`src/design/nnis_pkg.sv`:
```
// Shared types and constants of the nearest-neighbor image scaler.
`default_nettype none

package nnis_pkg;

    localparam int PCT_SCALE   = 100;
    localparam int RECIP_SHIFT = 17;
    localparam int POS_W       = 10;
    localparam int PIX_W       = 24;
    localparam int CFG_W       = 11;
    localparam int CFG_IDX_W   = 2;
    localparam int N_W         = $clog2(((2 ** POS_W) - 1) * PCT_SCALE + 1);
    localparam int RCP_W       = RECIP_SHIFT + 1;
    localparam int RCP_RESET   = (2 ** RECIP_SHIFT) / PCT_SCALE;
    localparam logic [CFG_W-1:0] CFG_RESET = 11'd1024;

    typedef enum logic [0:0] {
        OP_LOAD,
        OP_FETCH
    } op_t;

    typedef enum logic [CFG_IDX_W-1:0] {
        CFG_SRC_W,
        CFG_SRC_H,
        CFG_TGT_W,
        CFG_TGT_H
    } cfg_idx_t;

    typedef enum logic [1:0] {
        ST_IDLE,
        ST_LOAD,
        ST_RUN
    } ratio_state_t;

    typedef enum logic [1:0] {
        PH_PCT_X,
        PH_PCT_Y,
        PH_RCP_X,
        PH_RCP_Y
    } ratio_phase_t;

    typedef struct packed {
        logic valid;
        logic fetch;
        logic outside;
        logic load_ok;
    } item_ctl_t;

endpackage

`default_nettype wire

```
`src/design/nnis_axis_index.sv`:
```
// Four-stage pipeline: destination coordinate to clamped source index for one axis.
`default_nettype none

module nnis_axis_index #(
    parameter int PCT_W  = 17,
    parameter int SIZE_W = 11,
    parameter int IDX_W  = 10
) (
    input  wire logic                         clk,
    input  wire logic [nnis_pkg::POS_W-1:0]   pos,
    input  wire logic [PCT_W-1:0]             pct,
    input  wire logic [nnis_pkg::RCP_W-1:0]   rcp,
    input  wire logic [SIZE_W-1:0]            size,
    output logic [IDX_W-1:0]                  idx
);
    import nnis_pkg::*;

    localparam int PW  = N_W + RCP_W;
    localparam int MW  = N_W + PCT_W;
    localparam int CW  = (N_W > PCT_W) ? N_W : PCT_W;
    localparam int LW  = (N_W > SIZE_W) ? N_W : SIZE_W;

    logic [N_W-1:0]    n1_reg, n2_reg;
    logic [N_W-1:0]    q2_reg, q3_reg;
    logic [N_W-1:0]    r3_reg;
    logic [IDX_W-1:0]  idx_reg;

    logic [PW-1:0]     prod;
    logic [MW-1:0]     back;
    logic [N_W-1:0]    q_fix;
    logic [SIZE_W-1:0] lim;

    // quotient estimate is exact or one low; the remainder check fixes it
    assign prod  = PW'(n1_reg) * PW'(rcp);
    assign back  = MW'(q2_reg) * MW'(pct);
    assign q_fix = q3_reg + N_W'(CW'(r3_reg) >= CW'(pct));
    assign lim   = size - SIZE_W'(1);

    always_ff @(posedge clk)
    begin
        n1_reg  <= N_W'(pos) * N_W'(PCT_SCALE);
        q2_reg  <= prod[RECIP_SHIFT +: N_W];
        n2_reg  <= n1_reg;
        r3_reg  <= n2_reg - back[N_W-1:0];
        q3_reg  <= q2_reg;
        idx_reg <= (LW'(q_fix) > LW'(lim)) ? IDX_W'(lim) : IDX_W'(q_fix);
    end

    assign idx = idx_reg;

endmodule

`default_nettype wire

```
`config.mk`:
```
export PLATFORM = sky130hd
export DESIGN_NAME = nnis_axis_index
export DESIGN_NICKNAME = d
export VERILOG_FILES = /design/src/design/nnis_pkg.sv /design/src/design/nnis_axis_index.sv
export SDC_FILE = /design/constraint.sdc
export NUM_CORES = 1
export LEC_CHECK = 0
export ABC_AREA = 1
export BUFFER_PORTS_ARGS = -buffer_cell sky130_fd_sc_hd__buf_2
export CAP_MARGIN = 20
export CORE_MARGIN = 5
export CORE_UTILIZATION = 40
export CTS_BUF_LIST = sky130_fd_sc_hd__clkbuf_16
export DETAILED_ROUTE_END_ITERATION = 10
export GPL_TIMING_DRIVEN = 0
export HOLD_SLACK_MARGIN = 0.02
export PLACE_DENSITY_LB_ADDON = 0.25
export SLEW_MARGIN = 10
export SYNTH_ARGS = -nofsm -noshare
export SYNTH_HDL_FRONTEND = slang
export SYNTH_SLANG_ARGS = --single-unit
```
`constraint.sdc`:
```
create_clock -name clk -period 16 [get_ports clk]
set_input_delay 1.6 -clock clk [delete_from_list [all_inputs] [get_ports clk]]
set_output_delay 1.6 -clock clk [all_outputs]
set_load 0.02 [all_outputs]
```
==> out/qor.yml <==
grt:
  grt_pass1_vias: 16300
  grt_pass1_wl_um: 82300
  antenna_found_initial: 0
  grt_max_degree: 17
  grt-ovfl-total: 0
  grt.total_usage_pct: 20.1
place:
  port_buffers: 60
  place.gp.congestion: 0.921
  dp.final_hpwl_um: 42900
final_layout:
  fin_nets: 3154
  multi_input_area_um2: 14000
  num-fill-cells: 4742
  drive_above_1_share_pct: 4.79
  area_delta_synth_final_pct: 7.34
  final-seq-area_um2: 1820
  diodes: 0
status:
  outcome: "completed"
die:
  coreArea_um2: 46600
  die_x_um: 227
  die_h_um: 227
  start_util_pct: 40.5
  fp-row-count: 79
  ios: 67
  die_area_um2: 51500
timing:
  finalSetupViolations: 0
  rsz0062_at_grt: "no"
  period_needed_ns: 7.22
  clock_skew_ns: 0.00512
  tightest_slew_ns: 0.767
  relSlewSlack_pct: 48.9
  fin_setup_tns_ns: 0
  timing.final.crit_share_pct: 45.1
  finalHoldViolations: 0
  slew_viol_final: 0
  clock.fmax_ghz: 0.139
worst_setup_path:
  crit_path_top_delay_cell: "clkbuf_1"
  worstSetupPathType: "input pin to flip-flop"
  critical_path.max_fanout: 10
  endpoint_kind: "flip-flop"
  cpLargestDelayFamily: "adder cells"
  slowest_delay_ns: 0.57
  start_kind: "input pin"
  cp_cell_sequence: "buf_2 > clkbuf_1 > nand2_1 > fa_1 > inv_1 > fa_1 > fa_1 > fa_1 > fa_1 > inv_1 > fa_1 > inv_1 > ha_1 > nand2_1 > nor2_1 > inv_1 > nor2_1 > inv_1 > nor4_1 > o21ai_1 > nand2_1 > xor2_1"
  arrival_ns: 7.48
  critPathRequiredTime_ns: 16.26
  cpMostUsedCell: "fa_1"
  cp_num_buf_inv: 7
synth:
  synth_warnings: 0
  synth_seq_area_share_pct: 9.67
  synth_seq_cells: 91
  synthTopCellsByArea: "fa_1 (34%), ha_1 (14%), inv_1 (14%)"
  postSynthAreaPerCell_um2: 7.55
  postSynthCellCount: 2493
  synth_fp_nets: 3083
  yosysTopAreaCell: "fa_1"
  syn-cell-area_um2: 18800
  ys_types: 48
  synth_top_cell_area_share_pct: 33.8
drt:
  vias: 15273
  drc_errors: 0
  vias_per_cell: 4.81
  first_pass_iters: 5
  drt.antenna.violating_nets: 0
  drtIter0Drc: 852
  wire_per_inst_um: 15.6
  wl_um: 49700
cts:
  tritoncts: "yes"
  post_cts_resized: 0
  cts_setup_buffers: 0
  clock_latency_ns: 0.35
  cts.clk_slew.worst_paths_ns: 0.07
  cts_buffers: 9
  clk_path_buf_depth: 2
  postCtsHoldBufs: 0
  htreeDepth: 3
  cts_sinks: 91
  cts-root-buf: "clkbuf_16"
flow_run:
  maxCapViolations: 0
hold_path:
  min_path_type: "flip-flop to flip-flop"
==> layer usage <==
metal	vias to the layer above	wire (um)	GRT usage (%)
met1	7390	21700	26.7
met5	-	0	0
met3	64	2510	2.01
met2	423	24200	35.0
met4	0	1280	5.84
li1	7396	-	-
==> logic make-up after synthesis <==
kind of cell | Yosys count | share of synthesized area, %
and+or+nand+nor | 876 | 19.2
buffers and inverters | 794 | 16.0
adders and majority gates | 533 | 48.1
DFF | 91 | 9.67
xor gates and xnor gates | 61 | 2.88
AOI/OAI and AO/OA | 138 | 4.21
==> cell usage after synthesis, drive strengths merged <==
cell	number
nand3	55
clkbuf	54
nand2	687
a21boi	5
nand3b	4
nor2	71
a211oi	3
or3	1
and3	1
o221ai	3
xnor2	14
fa	318
nor3	25
buf	26
o211ai	2
inv	714
a21oi	66
nor3b	3
o2111ai	2
xor2	47
o31ai	2
o21a	2
a21o	4
o21ai	36
dfxtp	91
o21bai	6
o311ai	1
nor4	4
a31oi	6
ha	215
nand4	25
==> metrics by stage <==
step                cell area, um2  worst slack (ns)  hold slack, ns  utilization [%]  std cells
finish                       20200              8.78           0.351             43.4       3176
global route                 20200              8.40           0.361             43.4       3176
CTS                          20200              8.82           0.354             43.4       3176
detailed placement           19900              8.43           0.340             42.7       3160
global placement             19900              8.45           0.336             42.7       3160
floorplan                    18800              9.47           0.326                -       2493
==> cell usage in the layout, fill, tap and decap left out, types with 14 or more instances in the layout <==
cell      count
inv_1       713
nand2_1     678
fa_1        318
ha_1        215
dfxtp_1      91
buf_2        77
a21oi_1      66
nor2_1       65
nand3_1      54
clkbuf_1     54
xor2_1       46
o21ai_0      27
nand4_1      25
nor3_1       21
xnor2_1      14
==> path summary, 6_finish.rpt <==
kind,start,end,slack [ns],depth (start not counted)
max,rcp[8],q2_reg[7],8.78,22
min,q2_reg[9],q3_reg[9],0.35,0
max reg2reg,n1_reg[12],q2_reg[7],9.20,22
min reg2reg,q2_reg[9],q3_reg[9],0.35,0
==> area by class of cell <==
cell class,instances,share of cell area [%]
multi-input cells,1608,69.2
well taps,607,3.76
plain buffers,80,1.65
inverters,714,13.3
clock buffers,9,1.11
clock inverters,7,0.483
flip-flops and latches,91,9.01
repair buffers,60,1.49
Power is not shown: default switching activity piles up to over one toggle a cycle in this logic, so the estimate is an artifact.
