File: src/design/nnis_pkg.sv
// Shared types and constants of the nearest-neighbor image scaler.
`default_nettype none

package nnis_pkg;

    localparam int PCT_SCALE   = 100;
    localparam int RECIP_SHIFT = 17;
    localparam int POS_W       = 10;
    localparam int PIX_W       = 24;
    localparam int CFG_W       = 11;
    localparam int CFG_IDX_W   = 2;
    localparam int N_W         = $clog2(((2 ** POS_W) - 1) * PCT_SCALE + 1);
    localparam int RCP_W       = RECIP_SHIFT + 1;
    localparam int RCP_RESET   = (2 ** RECIP_SHIFT) / PCT_SCALE;
    localparam logic [CFG_W-1:0] CFG_RESET = 11'd1024;

    typedef enum logic [0:0] {
        OP_LOAD,
        OP_FETCH
    } op_t;

    typedef enum logic [CFG_IDX_W-1:0] {
        CFG_SRC_W,
        CFG_SRC_H,
        CFG_TGT_W,
        CFG_TGT_H
    } cfg_idx_t;

    typedef enum logic [1:0] {
        ST_IDLE,
        ST_LOAD,
        ST_RUN
    } ratio_state_t;

    typedef enum logic [1:0] {
        PH_PCT_X,
        PH_PCT_Y,
        PH_RCP_X,
        PH_RCP_Y
    } ratio_phase_t;

    typedef struct packed {
        logic valid;
        logic fetch;
        logic outside;
        logic load_ok;
    } item_ctl_t;

endpackage

`default_nettype wire

File: src/design/nnis_ratio.sv
// Shared restoring divider: axis percentages and their reciprocals after a config write.
`default_nettype none

module nnis_ratio #(
    parameter int SIZE_W = 11,
    parameter int PCT_W  = 17
) (
    input  wire logic                       clk,
    input  wire logic                       rst_n,
    input  wire logic                       go,
    input  wire logic [SIZE_W-1:0]          src_w,
    input  wire logic [SIZE_W-1:0]          src_h,
    input  wire logic [SIZE_W-1:0]          tgt_w,
    input  wire logic [SIZE_W-1:0]          tgt_h,
    output logic                            busy,
    output logic [PCT_W-1:0]                pct_x,
    output logic [PCT_W-1:0]                pct_y,
    output logic [nnis_pkg::RCP_W-1:0]      rcp_x,
    output logic [nnis_pkg::RCP_W-1:0]      rcp_y
);
    import nnis_pkg::*;

    localparam int DW    = (PCT_W > RCP_W) ? PCT_W : RCP_W;
    localparam int CNT_W = $clog2(DW);

    ratio_state_t        state_reg, state_next;
    ratio_phase_t        phase_reg, phase_next;
    logic [CNT_W-1:0]    cnt_reg;
    logic [DW:0]         rem_reg;
    logic [DW-1:0]       quo_reg;
    logic [DW-1:0]       den_reg;
    logic [PCT_W-1:0]    pct_x_reg, pct_y_reg;
    logic [RCP_W-1:0]    rcp_x_reg, rcp_y_reg;

    logic                load_en, step_en, last_step;
    logic [DW-1:0]       dividend, divisor;
    logic [DW:0]         rem_sh, rem_step;
    logic [DW-1:0]       quo_step;
    logic                ge;

    assign last_step = (cnt_reg == CNT_W'(DW - 1));

    always_comb
    begin
        case (phase_reg)
            PH_PCT_X:
            begin
                dividend = DW'(tgt_w) * DW'(PCT_SCALE);
                divisor  = DW'(src_w);
            end
            PH_PCT_Y:
            begin
                dividend = DW'(tgt_h) * DW'(PCT_SCALE);
                divisor  = DW'(src_h);
            end
            PH_RCP_X:
            begin
                dividend = DW'(2 ** RECIP_SHIFT);
                divisor  = DW'(pct_x_reg);
            end
            PH_RCP_Y:
            begin
                dividend = DW'(2 ** RECIP_SHIFT);
                divisor  = DW'(pct_y_reg);
            end
            default:
            begin
                dividend = '0;
                divisor  = DW'(1);
            end
        endcase
    end

    assign rem_sh   = {rem_reg[DW-1:0], quo_reg[DW-1]};
    assign ge       = (rem_sh >= {1'b0, den_reg});
    assign rem_step = ge ? (rem_sh - {1'b0, den_reg}) : rem_sh;
    assign quo_step = {quo_reg[DW-2:0], ge};

    // next state
    always_comb
    begin
        state_next = state_reg;
        phase_next = phase_reg;
        if (go)
        begin
            state_next = ST_LOAD;
            phase_next = PH_PCT_X;
        end
        else
        begin
            case (state_reg)
                ST_IDLE: state_next = ST_IDLE;
                ST_LOAD: state_next = ST_RUN;
                ST_RUN:
                begin
                    if (last_step)
                    begin
                        case (phase_reg)
                            PH_PCT_X:
                            begin
                                state_next = ST_LOAD;
                                phase_next = PH_PCT_Y;
                            end
                            PH_PCT_Y:
                            begin
                                state_next = ST_LOAD;
                                phase_next = PH_RCP_X;
                            end
                            PH_RCP_X:
                            begin
                                state_next = ST_LOAD;
                                phase_next = PH_RCP_Y;
                            end
                            default: state_next = ST_IDLE;
                        endcase
                    end
                end
                default: state_next = ST_IDLE;
            endcase
        end
    end

    // outputs
    always_comb
    begin
        busy    = 1'b0;
        load_en = 1'b0;
        step_en = 1'b0;
        case (state_reg)
            ST_IDLE: busy = 1'b0;
            ST_LOAD:
            begin
                busy    = 1'b1;
                load_en = 1'b1;
            end
            ST_RUN:
            begin
                busy    = 1'b1;
                step_en = 1'b1;
            end
            default: busy = 1'b0;
        endcase
    end

    always_ff @(posedge clk or negedge rst_n)
    begin
        if (!rst_n)
        begin
            state_reg <= ST_IDLE;
            phase_reg <= PH_PCT_X;
            cnt_reg   <= '0;
            pct_x_reg <= PCT_W'(PCT_SCALE);
            pct_y_reg <= PCT_W'(PCT_SCALE);
            rcp_x_reg <= RCP_W'(RCP_RESET);
            rcp_y_reg <= RCP_W'(RCP_RESET);
        end
        else
        begin
            state_reg <= state_next;
            phase_reg <= phase_next;
            if (load_en)
            begin
                cnt_reg <= '0;
            end
            else if (step_en)
            begin
                cnt_reg <= cnt_reg + CNT_W'(1);
                if (last_step && !go)
                begin
                    case (phase_reg)
                        PH_PCT_X: pct_x_reg <= (quo_step == '0) ? PCT_W'(1) : PCT_W'(quo_step);
                        PH_PCT_Y: pct_y_reg <= (quo_step == '0) ? PCT_W'(1) : PCT_W'(quo_step);
                        PH_RCP_X: rcp_x_reg <= RCP_W'(quo_step);
                        PH_RCP_Y: rcp_y_reg <= RCP_W'(quo_step);
                        default: ;
                    endcase
                end
            end
        end
    end

    always_ff @(posedge clk)
    begin
        if (load_en)
        begin
            rem_reg <= '0;
            quo_reg <= dividend;
            den_reg <= divisor;
        end
        else if (step_en)
        begin
            rem_reg <= rem_step;
            quo_reg <= quo_step;
        end
    end

    assign pct_x = pct_x_reg;
    assign pct_y = pct_y_reg;
    assign rcp_x = rcp_x_reg;
    assign rcp_y = rcp_y_reg;

endmodule

`default_nettype wire

File: config.mk
export PLATFORM = sky130hd
export DESIGN_NAME = nnis_ratio
export DESIGN_NICKNAME = d
export VERILOG_FILES = /design/src/design/nnis_pkg.sv /design/src/design/nnis_ratio.sv
export SDC_FILE = /design/constraint.sdc
export NUM_CORES = 1
export LEC_CHECK = 0
export ABC_AREA = 1
export ABC_CLOCK_PERIOD_IN_PS = 2530
export BUFFER_PORTS_ARGS = -buffer_cell sky130_fd_sc_hd__buf_2
export CAP_MARGIN = 20
export CELL_PAD_IN_SITES_DETAIL_PLACEMENT = 1
export CELL_PAD_IN_SITES_GLOBAL_PLACEMENT = 1
export CORE_MARGIN = 2
export CORE_UTILIZATION = 44
export DETAILED_ROUTE_END_ITERATION = 6
export MAX_ROUTING_LAYER = met4
export PLACE_DENSITY_LB_ADDON = 0.1
export SYNTH_ARGS = -nofsm -noshare
export SYNTH_HDL_FRONTEND = slang
export SYNTH_SLANG_ARGS = --single-unit
File: constraint.sdc
create_clock -name clk -period 2.53 [get_ports clk]
set_input_delay 0.6325 -clock clk [delete_from_list [all_inputs] [get_ports clk]]
set_output_delay 0.6325 -clock clk [all_outputs]
set_load 0.05 [all_outputs]
==> flow_metrics.py, run 1 <==
metrics = {
    "clock_tree": {
        "holdBufCountCts": 0,
        "clockBufferDepth": 2,
        "clock_latency_ns": 0.44,
        "clockRootBuffer": "clkbuf_16",
        "cts_htree_levels": 4,
        "cts_buffers": 17,
        "path_clk_slew_ns": 0.07,
        "cts_tree": "yes",
        "cts.sinks": 132,
    },
    "placement": {
        "gp_congestion": 0.933,
        "place_hpwl_um": 22900,
        "portBuffers": 117,
        "dp.cells": 1605,
        "place_ws_ns": -0.763,
    },
    "synthesis": {
        "synth_adder_area_share_pct": 16.4,
        "yosysWarnings": 0,
        "synth_compound_area_share_pct": 11.7,
        "synthXorXnorAreaFrac_pct": 1.13,
        "yosysSeqAreaShare_pct": 36.8,
        "syn_inst": 1175,
        "async_reset_ff_share_pct": 59.8,
        "syn_area_per_cell_um2": 7.89,
        "syn-num-nets": 1336,
        "ys_ff_latch": 132,
        "synth-edff-count": 35,
        "synth_area_um2": 9280,
        "synthMuxAreaShare_pct": 0,
        "yosys.area_share.simple_pct": 24.3,
        "ys_types": 44,
        "synth_top_family_by_area": "simple AND/OR/NAND/NOR gates",
        "synthFlopType": "dfrtp_1",
    },
    "worst_setup_path": {
        "r2r_cells": 8,
        "start_kind": "primary input",
        "critPathArrivalTime_ns": 3.15,
        "worst-setup-path-type": "in -> reg",
        "required_ns": 2.73,
        "endpoint_kind": "flip-flop",
        "cp_max_fo": 5,
    },
    "final_layout": {
        "final.fill_count": 2533,
        "layout_commonest_cell": "nand2_1",
        "drive_gt1_share_pct": 31.3,
        "final_cell_mix": "nand2_1 (295), inv_1 (164), buf_2 (106)",
        "synthToLayoutAreaGrowth_pct": 32.4,
        "stdcell_count": 1650,
        "nets": 1523,
        "num_antenna_cells": 0,
    },
    "timing": {
        "fin_skew_ns": 0.00848,
        "finalCriticalPeriod_ns": 2.95,
        "worst_slack_ns": -0.421,
        "max_freq_mhz": 339,
        "rsz0062_at_grt": "true",
        "relSlewSlack_pct": 36.8,
        "drv_slew": 0,
        "finalHoldViolCount": 0,
        "setup_viol_count_final": 9,
        "tightest_slew_ns": 0.946,
        "fin_crit_sh_pct": 117,
        "setup_tns_ns": -2.26,
    },
    "floorplan": {
        "fp.dieH_um": 149,
        "die_area_um2": 22300,
        "core_um2": 20800,
        "io_pins": 118,
        "start_util_pct": 44.5,
        "rows": 53,
        "die_w_um": 149,
    },
    "global_routing": {
        "grt_pass1_wl_um": 49600,
        "grt_pass1_vias": 9283,
        "gr-usage-all-layers_pct": 29.9,
        "overflow": 0,
        "grt_max_degree": 58,
        "antenna_found_initial": 0,
    },
    "detailed_routing": {
        "drc": 0,
        "wl_per_cell_um": 19.9,
        "drt_iter0_markers": 457,
        "drt-pass1-iter-count": 5,
        "vias_per_cell": 5.41,
        "antenna_left": 0,
        "finalWirelength_um": 32800,
        "vias": 8922,
    },
    "power_and_ir_drop": {
        "power_mw": 10.0,
        "power_density_nw_per_um2": 816,
        "ir_drop_v": 0.000507,
        "p_leak_nw": 6.03,
    },
    "flow_run": {
        "maxCapViolCount": 0,
    },
    "hold_path": {
        "hp-class": "in -> async",
    },
    "run_status": {
        "outcome": "complete, but fails checks",
        "violations": "setup timing",
    },
}
synthesized netlist by cell type, types with 10 or more instances:
cell type,instances,share of area (%)
o21ai_0,90,4.9
nand4_1,10,0.67
dfrtp_1,61,16
nand2_1,320,13
dfxtp_1,18,3.9
nand3_2,11,1.2
ha_1,101,14
nand2_2,10,0.67
dfstp_2,18,5.1
clkbuf_1,27,1.1
inv_1,179,7.2
a21oi_1,61,3.3
nand3b_1,17,1.4
a31oi_1,16,1.1
nor2_1,54,2.2
edfxtp_1,35,11
fa_1,13,2.8
a21oi_2,10,0.94
nand3_1,54,2.9
kinds of logic after synthesis:
logic type,after synthesis
xor gates and xnor gates,12
DFF,132
buffers and inverters,221
adders and majority gates,114
AOI/OAI and AO/OA,196
and+or+nand+nor,500
timing repair:
item,4_1_cts,5_1_grt
setup buffers,8,6
pin swaps,51,41
endpoints found under the setup margin,10,11
resized for setup,79,53
stage by stage:
| stage | utilization [%] | hold WS (ns) | instance area [um2] |
|---|---|---|---|
| after floorplan | - | 0.337 | 9710 |
| after global placement | 52.8 | 0.464 | 11000 |
| after detailed placement | 52.8 | 0.478 | 11000 |
| after CTS | 57.5 | 0.238 | 12000 |
| after global routing | 59.0 | 0.257 | 12300 |
| final | 59.0 | 0.219 | 12300 |
layer usage:
layer / vias to the layer above / routed length [um] / GRT usage [%]
met5: - / 0 / -
met4: 0 / 1290 / 10.5
met3: 78 / 1500 / 4.89
met2: 250 / 16600 / 51.2
met1: 4397 / 13400 / 35.7
li1: 4197 / - / -
power by group:
part	switching, mW	leakage, nW	internal (mW)
clock network	1.21	0.294	1.34
registers	0.172	1.51	2.53
logic	2.99	4.23	1.77
critical path, cell delays in order:
cell and delay [ns]:
buf_4 0.13, ha_4 0.22, ha_4 0.26, inv_2 0.03, fa_1 0.51, inv_2 0.05, ha_4 0.30, nand2_1 0.06
nor2_1 0.16, nand2_1 0.13, nand2_2 0.10, nand2_1 0.08, nand2_1 0.09, nand2_1 0.09, nand3_1 0.12, nand2_1 0.07
nand2_1 0.07, nand2_1 0.05
final cells by class:
type / instances / area (um2) / area share [%]
clock buffer: 17 / 425 / 3.46
timing repair buffer: 203 / 1360 / 11.1
inverter: 186 / 698 / 5.68
tap: 275 / 344 / 2.80
sequential: 132 / 3410 / 27.8
multi-input combinational: 822 / 5860 / 47.7
clock inverter: 15 / 188 / 1.53
path summary, 6_finish.rpt:
| kind | from | endpoint | slack (ns) |
|---|---|---|---|
| worst max-delay path | tgt_h[3] | quo_reg[17]$_DFFE_PP_ | -0.42 |
| worst min register to register | rcp_x[4]$_DFFE_PN1P_ | rcp_x[4]$_DFFE_PN1P_ | 0.49 |
| worst min-delay path | rst_n | pct_x[0]$_DFFE_PN0P_ | 0.22 |
| worst max register to register | phase_reg[0]$_DFFE_PN0P_ | pct_x[8]$_DFFE_PN0P_ | 0.08 |
| min in group clk | rcp_x[4]$_DFFE_PN1P_ | rcp_x[4]$_DFFE_PN1P_ | 0.49 |
| max in group asynchronous | rst_n | pct_x[6]$_DFFE_PN1P_ | 1.63 |
(Power assumes the default switching activity.)
==> run 2: changes to the inputs <==
CAP_MARGIN = not set   (was 20)
RECOVER_POWER = 100   (was not set)
==> run 2 against run 1 <==
Compared with the run above:
- the run still ends with setup timing left
- global-route usage unchanged
- largest cell class unchanged
- register-to-register slack about the same
- highest routed layer unchanged
- non-clock buffer count stayed put
- critical endpoint unchanged
- count of clock-buffer cells in the layout stayed put
==> flow_metrics.py, run 2 (synthesized netlist as in run 1, its figures left out) <==
metrics = {
    "power_and_ir_drop": {
        "power_density_nw_per_um2": 816,
        "p_leak_nw": 6.02,
        "ir_drop_v": 0.000509,
        "power_mw": 10.0,
    },
    "floorplan": {
        "rows": 53,
        "die_w_um": 149,
        "io_pins": 118,
        "core_um2": 20800,
        "fp.dieH_um": 149,
        "start_util_pct": 44.5,
        "die_area_um2": 22300,
    },
    "final_layout": {
        "drive_gt1_share_pct": 31.2,
        "multiInputGateArea_um2": 5860,
        "final_cell_mix": "nand2_1 (295), inv_1 (164), buf_2 (106)",
        "postLayoutCellArea_um2": 12300,
        "num_antenna_cells": 0,
        "seqCellArea_um2": 3410,
        "layout_commonest_cell": "nand2_1",
        "synthToLayoutAreaGrowth_pct": 32.2,
        "nets": 1523,
        "final.fill_count": 2535,
        "stdcell_count": 1650,
    },
    "clock_tree": {
        "cts_buffers": 17,
        "cts_tree": "yes",
        "cts_htree_levels": 4,
        "clock_latency_ns": 0.44,
        "clockBufferDepth": 2,
        "path_clk_slew_ns": 0.07,
        "clockRootBuffer": "clkbuf_16",
        "cts.sinks": 132,
    },
    "global_routing": {
        "antenna_found_initial": 0,
        "grt_max_degree": 58,
        "overflow": 0,
        "gr-usage-all-layers_pct": 29.9,
        "grt_pass1_wl_um": 49600,
        "grt_pass1_vias": 9283,
    },
    "worst_setup_path": {
        "endpoint_kind": "flip-flop",
        "worstSetupStartpoint": "tgt_h[3]",
        "critPathArrivalTime_ns": 3.11,
        "cp_max_fo": 5,
        "worst-setup-path-type": "in -> reg",
        "start_kind": "primary input",
        "rr_startpoint": "phase_reg[0]$_DFFE_PN0P_",
        "required_ns": 2.72,
    },
    "timing": {
        "setup_viol_count_final": 9,
        "fin_skew_ns": 0.0107,
        "finalCriticalPeriod_ns": 2.92,
        "fin_crit_sh_pct": 115,
        "rsz0062_at_grt": "true",
        "tightest_slew_ns": 1.26,
        "setup_tns_ns": -2.24,
        "relSlewSlack_pct": 16.2,
        "worst_slack_ns": -0.390,
        "finalHoldViolCount": 0,
        "max_freq_mhz": 342,
        "drv_slew": 0,
    },
    "placement": {
        "place_ws_ns": -0.763,
        "gp_congestion": 0.933,
        "place_hpwl_um": 22900,
        "dp.cells": 1605,
        "portBuffers": 117,
        "placedInstanceArea_um2": 11000,
    },
    "detailed_routing": {
        "vias_per_cell": 5.40,
        "antenna_left": 0,
        "drt_iter0_markers": 463,
        "wl_per_cell_um": 19.9,
        "drt-pass1-iter-count": 5,
        "finalWirelength_um": 32800,
        "vias": 8903,
        "drc": 0,
    },
    "hold_path": {
        "hp-class": "in -> async",
    },
    "run_status": {
        "outcome": "complete, but fails checks",
        "violations": "setup timing",
    },
    "flow_run": {
        "maxCapViolCount": 0,
    },
}
run 2: changes by cell type in the layout (fill, tap and decap cells not counted):
cell,change
clkbuf_1,+1
buf_12,-1
buf_4,-2
clkbuf_2,+2
run 2: final timing paths:
| path | endpoint | slack, ns | cells after the start |
|---|---|---|---|
| worst max-delay path | quo_reg[17]$_DFFE_PP_ | -0.39 | 18 |
| worst min-delay path | pct_x[1]$_DFFE_PN0P_ | 0.47 | 1 |
| worst max register to register | pct_x[8]$_DFFE_PN0P_ | 0.09 | 8 |
| worst min register to register | rem_reg[12]$_SDFFE_PP0P_ | 0.49 | 2 |
| max in group asynchronous | rcp_x[5]$_DFFE_PN0P_ | 0.76 | 2 |
| min in group clk | rem_reg[12]$_SDFFE_PP0P_ | 0.49 | 2 |
run 2: per-layer routing:
layer  part of all wire [%]  GRT usage, %  vias to the layer above  wire [um]
met5                      0             -                        -          0
met4                    3.9          10.5                        0       1290
met3                    4.6          4.89                       80       1490
met2                     51          51.2                      232      16600
met1                     41          35.7                     4399      13400
li1                       -             -                     4192          -
run 2: area by class of cell:
class,count,share of cell area (%)
clock inverter,15,1.53
multi-input combinational,822,47.8
sequential,132,27.8
timing repair buffer,203,10.9
clock buffer,17,3.47
tap,275,2.81
inverter,186,5.69
run 2: power by group:
part / switching [mW] / internal (mW) / total, mW
logic: 2.98 / 1.77 / 4.75
clock network: 1.21 / 1.34 / 2.55
registers: 0.174 / 2.53 / 2.70
total: 4.36 / 5.64 / 10.0
run 2: repair_timing:
| action | 4_1_cts | 5_1_grt |
|---|---|---|
| pin swaps | 51 | 41 |
| gates resized for setup | 79 | 53 |
| setup buffers | 8 | 6 |
| setup endpoints to repair | 10 | 11 |
| gates cloned | 0 | 0 |
| hold buffers | 0 | 0 |
run 2: critical path, stage by stage:
cell     delay, ns
buf_4         0.13
ha_4          0.22
ha_4          0.26
inv_2         0.03
fa_1          0.51
inv_2         0.05
ha_4          0.30
nand2_1       0.06
nor2_1        0.16
nand2_1       0.13
nand2_2       0.10
nand2_1       0.08
nand2_1       0.09
nand2_1       0.07
nand3_1       0.11
nand2_1       0.07
nand2_1       0.07
nand2_1       0.05
run 2: through the flow:
step	hold slack [ns]	util [%]
CTS	0.238	57.5
finish	0.467	58.9
floorplan	0.337	-
global route	0.513	58.9
global placement	0.464	52.8
detailed placement	0.478	52.8
==> run 3: changes to the inputs <==
==> constraint.sdc (replaced) <==
create_clock -name clk -period 2.53 [get_ports clk]
set_input_delay 0.253 -clock clk [delete_from_list [all_inputs] [get_ports clk]]
set_output_delay 0.253 -clock clk [all_outputs]
set_load 0.05 [all_outputs]
==> run 3 against run 2 <==
Compared with the run above:
- the flow now finishes without violations
- setup slack improved by 0.47 ns
- total power down 9.1%
- register-to-register slack better by 0.10 ns
- combinational power fell by 17%
- sequential share of layout area up 2.1 points
- non-clock buffer count is 12 lower
- wire length is 9.7% lower
- cell count shrank 0.73%
- critical path type unchanged
- largest power group unchanged
==> flow_metrics.py, run 3 (synthesized netlist as in run 1, its figures left out) <==
metrics = {
    "run_status": {
        "outcome": "completed",
    },
    "global_routing": {
        "grt_max_degree": 58,
        "grt_pass1_vias": 8969,
        "gr-usage-all-layers_pct": 28.5,
        "grt_pass1_wl_um": 47700,
        "overflow": 0,
        "antenna_found_initial": 0,
    },
    "clock_tree": {
        "clockRootBuffer": "clkbuf_16",
        "clock_latency_ns": 0.43,
        "cts.sinks": 132,
        "cts_tree": "yes",
        "cts_buffers": 17,
        "cts_htree_levels": 4,
        "path_clk_slew_ns": 0.07,
        "clockBufferDepth": 2,
        "cts_setup_buffers": 0,
    },
    "timing": {
        "relSlewSlack_pct": 16.7,
        "setup_viol_count_final": 0,
        "fin_crit_sh_pct": 96.9,
        "tightest_slew_ns": 1.25,
        "fin_skew_ns": 0.0108,
        "drv_slew": 0,
        "finalCriticalPeriod_ns": 2.45,
        "max_freq_mhz": 408,
        "rsz0062_at_grt": "true",
        "whs_ns": 0.207,
        "finalHoldViolCount": 0,
    },
    "worst_setup_path": {
        "crit_top_cell": "nand2_1",
        "cp_max_fo": 4,
        "critPathArrivalTime_ns": 2.63,
        "crit_chain": "clkbuf_4, ha_4, ha_1, inv_1, fa_1, inv_2, ha_4, nand2_1, nor2_2, nand2_1, nand2_2, nand2_2, nand3_1, nand3_2, nand2_2, inv_1, nand2_1, nand2_1",
        "required_ns": 2.71,
        "endpoint_kind": "flip-flop",
        "start_kind": "primary input",
        "worst-setup-path-type": "in -> reg",
        "crit_path_max_incr_delay_ns": 0.50,
        "slowest_stage": "fa_1",
    },
    "floorplan": {
        "rows": 53,
        "fp.dieH_um": 149,
        "die_w_um": 149,
        "start_util_pct": 44.5,
        "io_pins": 118,
        "core_um2": 20800,
        "die_area_um2": 22300,
    },
    "final_layout": {
        "layout_commonest_cell": "nand2_1",
        "final.fill_count": 2627,
        "nets": 1511,
        "final_cell_mix": "nand2_1 (312), inv_1 (170), o21ai_0 (89)",
        "multiInputGateArea_um2": 5320,
        "drive_gt1_share_pct": 19.7,
        "seqCellArea_um2": 3410,
        "stdcell_count": 1638,
        "num_antenna_cells": 0,
        "synthToLayoutAreaGrowth_pct": 23.0,
    },
    "detailed_routing": {
        "vias": 8560,
        "drc": 0,
        "antenna_left": 0,
        "wl_per_cell_um": 18.1,
        "finalWirelength_um": 29600,
        "vias_per_cell": 5.23,
        "drt-pass1-iter-count": 5,
        "drt_iter0_markers": 442,
    },
    "power_and_ir_drop": {
        "ir_drop_v": 0.000578,
        "power_mw": 9.09,
        "p_leak_nw": 5.51,
        "power_density_nw_per_um2": 797,
    },
    "placement": {
        "place_hpwl_um": 23200,
        "portBuffers": 117,
        "dp.cells": 1605,
        "gp_congestion": 0.848,
    },
    "hold_path": {
        "hp-class": "in -> reg",
    },
    "flow_run": {
        "maxCapViolCount": 0,
    },
}
-- run 3: cell count changes in the layout (fill, tap and decap cells not counted), sizes merged --
cell         delta
clkbuf         +80
dlygate4sd3     +1
buf            -93
inv             +6
clkinv          -6
-- run 3: report_power, final --
group	internal (mW)	switching (mW)	total, mW
clock network	1.32	1.12	2.44
logic	1.40	2.53	3.93
registers	2.53	0.183	2.72
-- run 3: worst max-delay path: cells and delay by family --
family,cells,cell delay (ns)
adders and majority gates,4,1.28
and+or+nand+nor,10,0.82
buffers and inverters,4,0.29
-- run 3: routing by layer --
| layer | part of all wire, % | wire (um) | vias up | GRT usage, % |
|---|---|---|---|---|
| li1 | - | - | 4172 | - |
| met3 | 4.4 | 1310 | 41 | 5.69 |
| met2 | 49 | 14400 | 169 | 46.8 |
| met1 | 45 | 13300 | 4178 | 36.4 |
| met4 | 2.0 | 581 | 0 | 6.67 |
| met5 | 0 | 0 | - | - |
-- run 3: worst paths after layout --
check                                              start                       end  slack [ns]  cells past startpoint
min in group asynchronous                          rst_n    cnt_reg[3]$_DFFE_PN0P_        0.61                      2
worst max register to register     den_reg[14]$_DFFE_PP_   rem_reg[5]$_SDFFE_PP0P_        0.19                     12
worst max-delay path                            tgt_w[4]     quo_reg[17]$_DFFE_PP_        0.08                     18
worst min register to register  rem_reg[13]$_SDFFE_PP0P_  rem_reg[13]$_SDFFE_PP0P_        0.48                      2
worst min-delay path                            src_w[6]      den_reg[6]$_DFFE_PP_        0.21                      3
max in group asynchronous                          rst_n      pct_x[7]$_DFFE_PN0P_        0.52                      3
-- run 3: final cells by class --
cell class / instances / area share, %
clock buffers: 17 / 3.73
well taps: 275 / 3.02
inverters: 186 / 6.12
flip-flops and latches: 132 / 29.9
repair buffers: 191 / 9.25
multi-input cells: 822 / 46.7
clock inverters: 15 / 1.32
-- run 3: repair_timing --
action                                 in CTS  in global routing
hold buffers                                1                  0
pin swaps                                   0                 10
setup endpoints to repair                   1                  9
resized for setup                           1                 33
endpoints found under the hold margin      40                  0
-- run 3: per-stage QoR --
stage,util (%),setup WS [ns],instance area (um2),setup TNS (ns)
after floorplan,-,-0.00583,9520,-0.00583
after global placement,52.0,-0.407,10800,-2.52
after detailed placement,52.0,-0.505,10800,-3.55
after CTS,54.8,0.0331,11400,0
after global routing,54.8,-0.0303,11400,-0.118
final,54.8,0.0792,11400,0
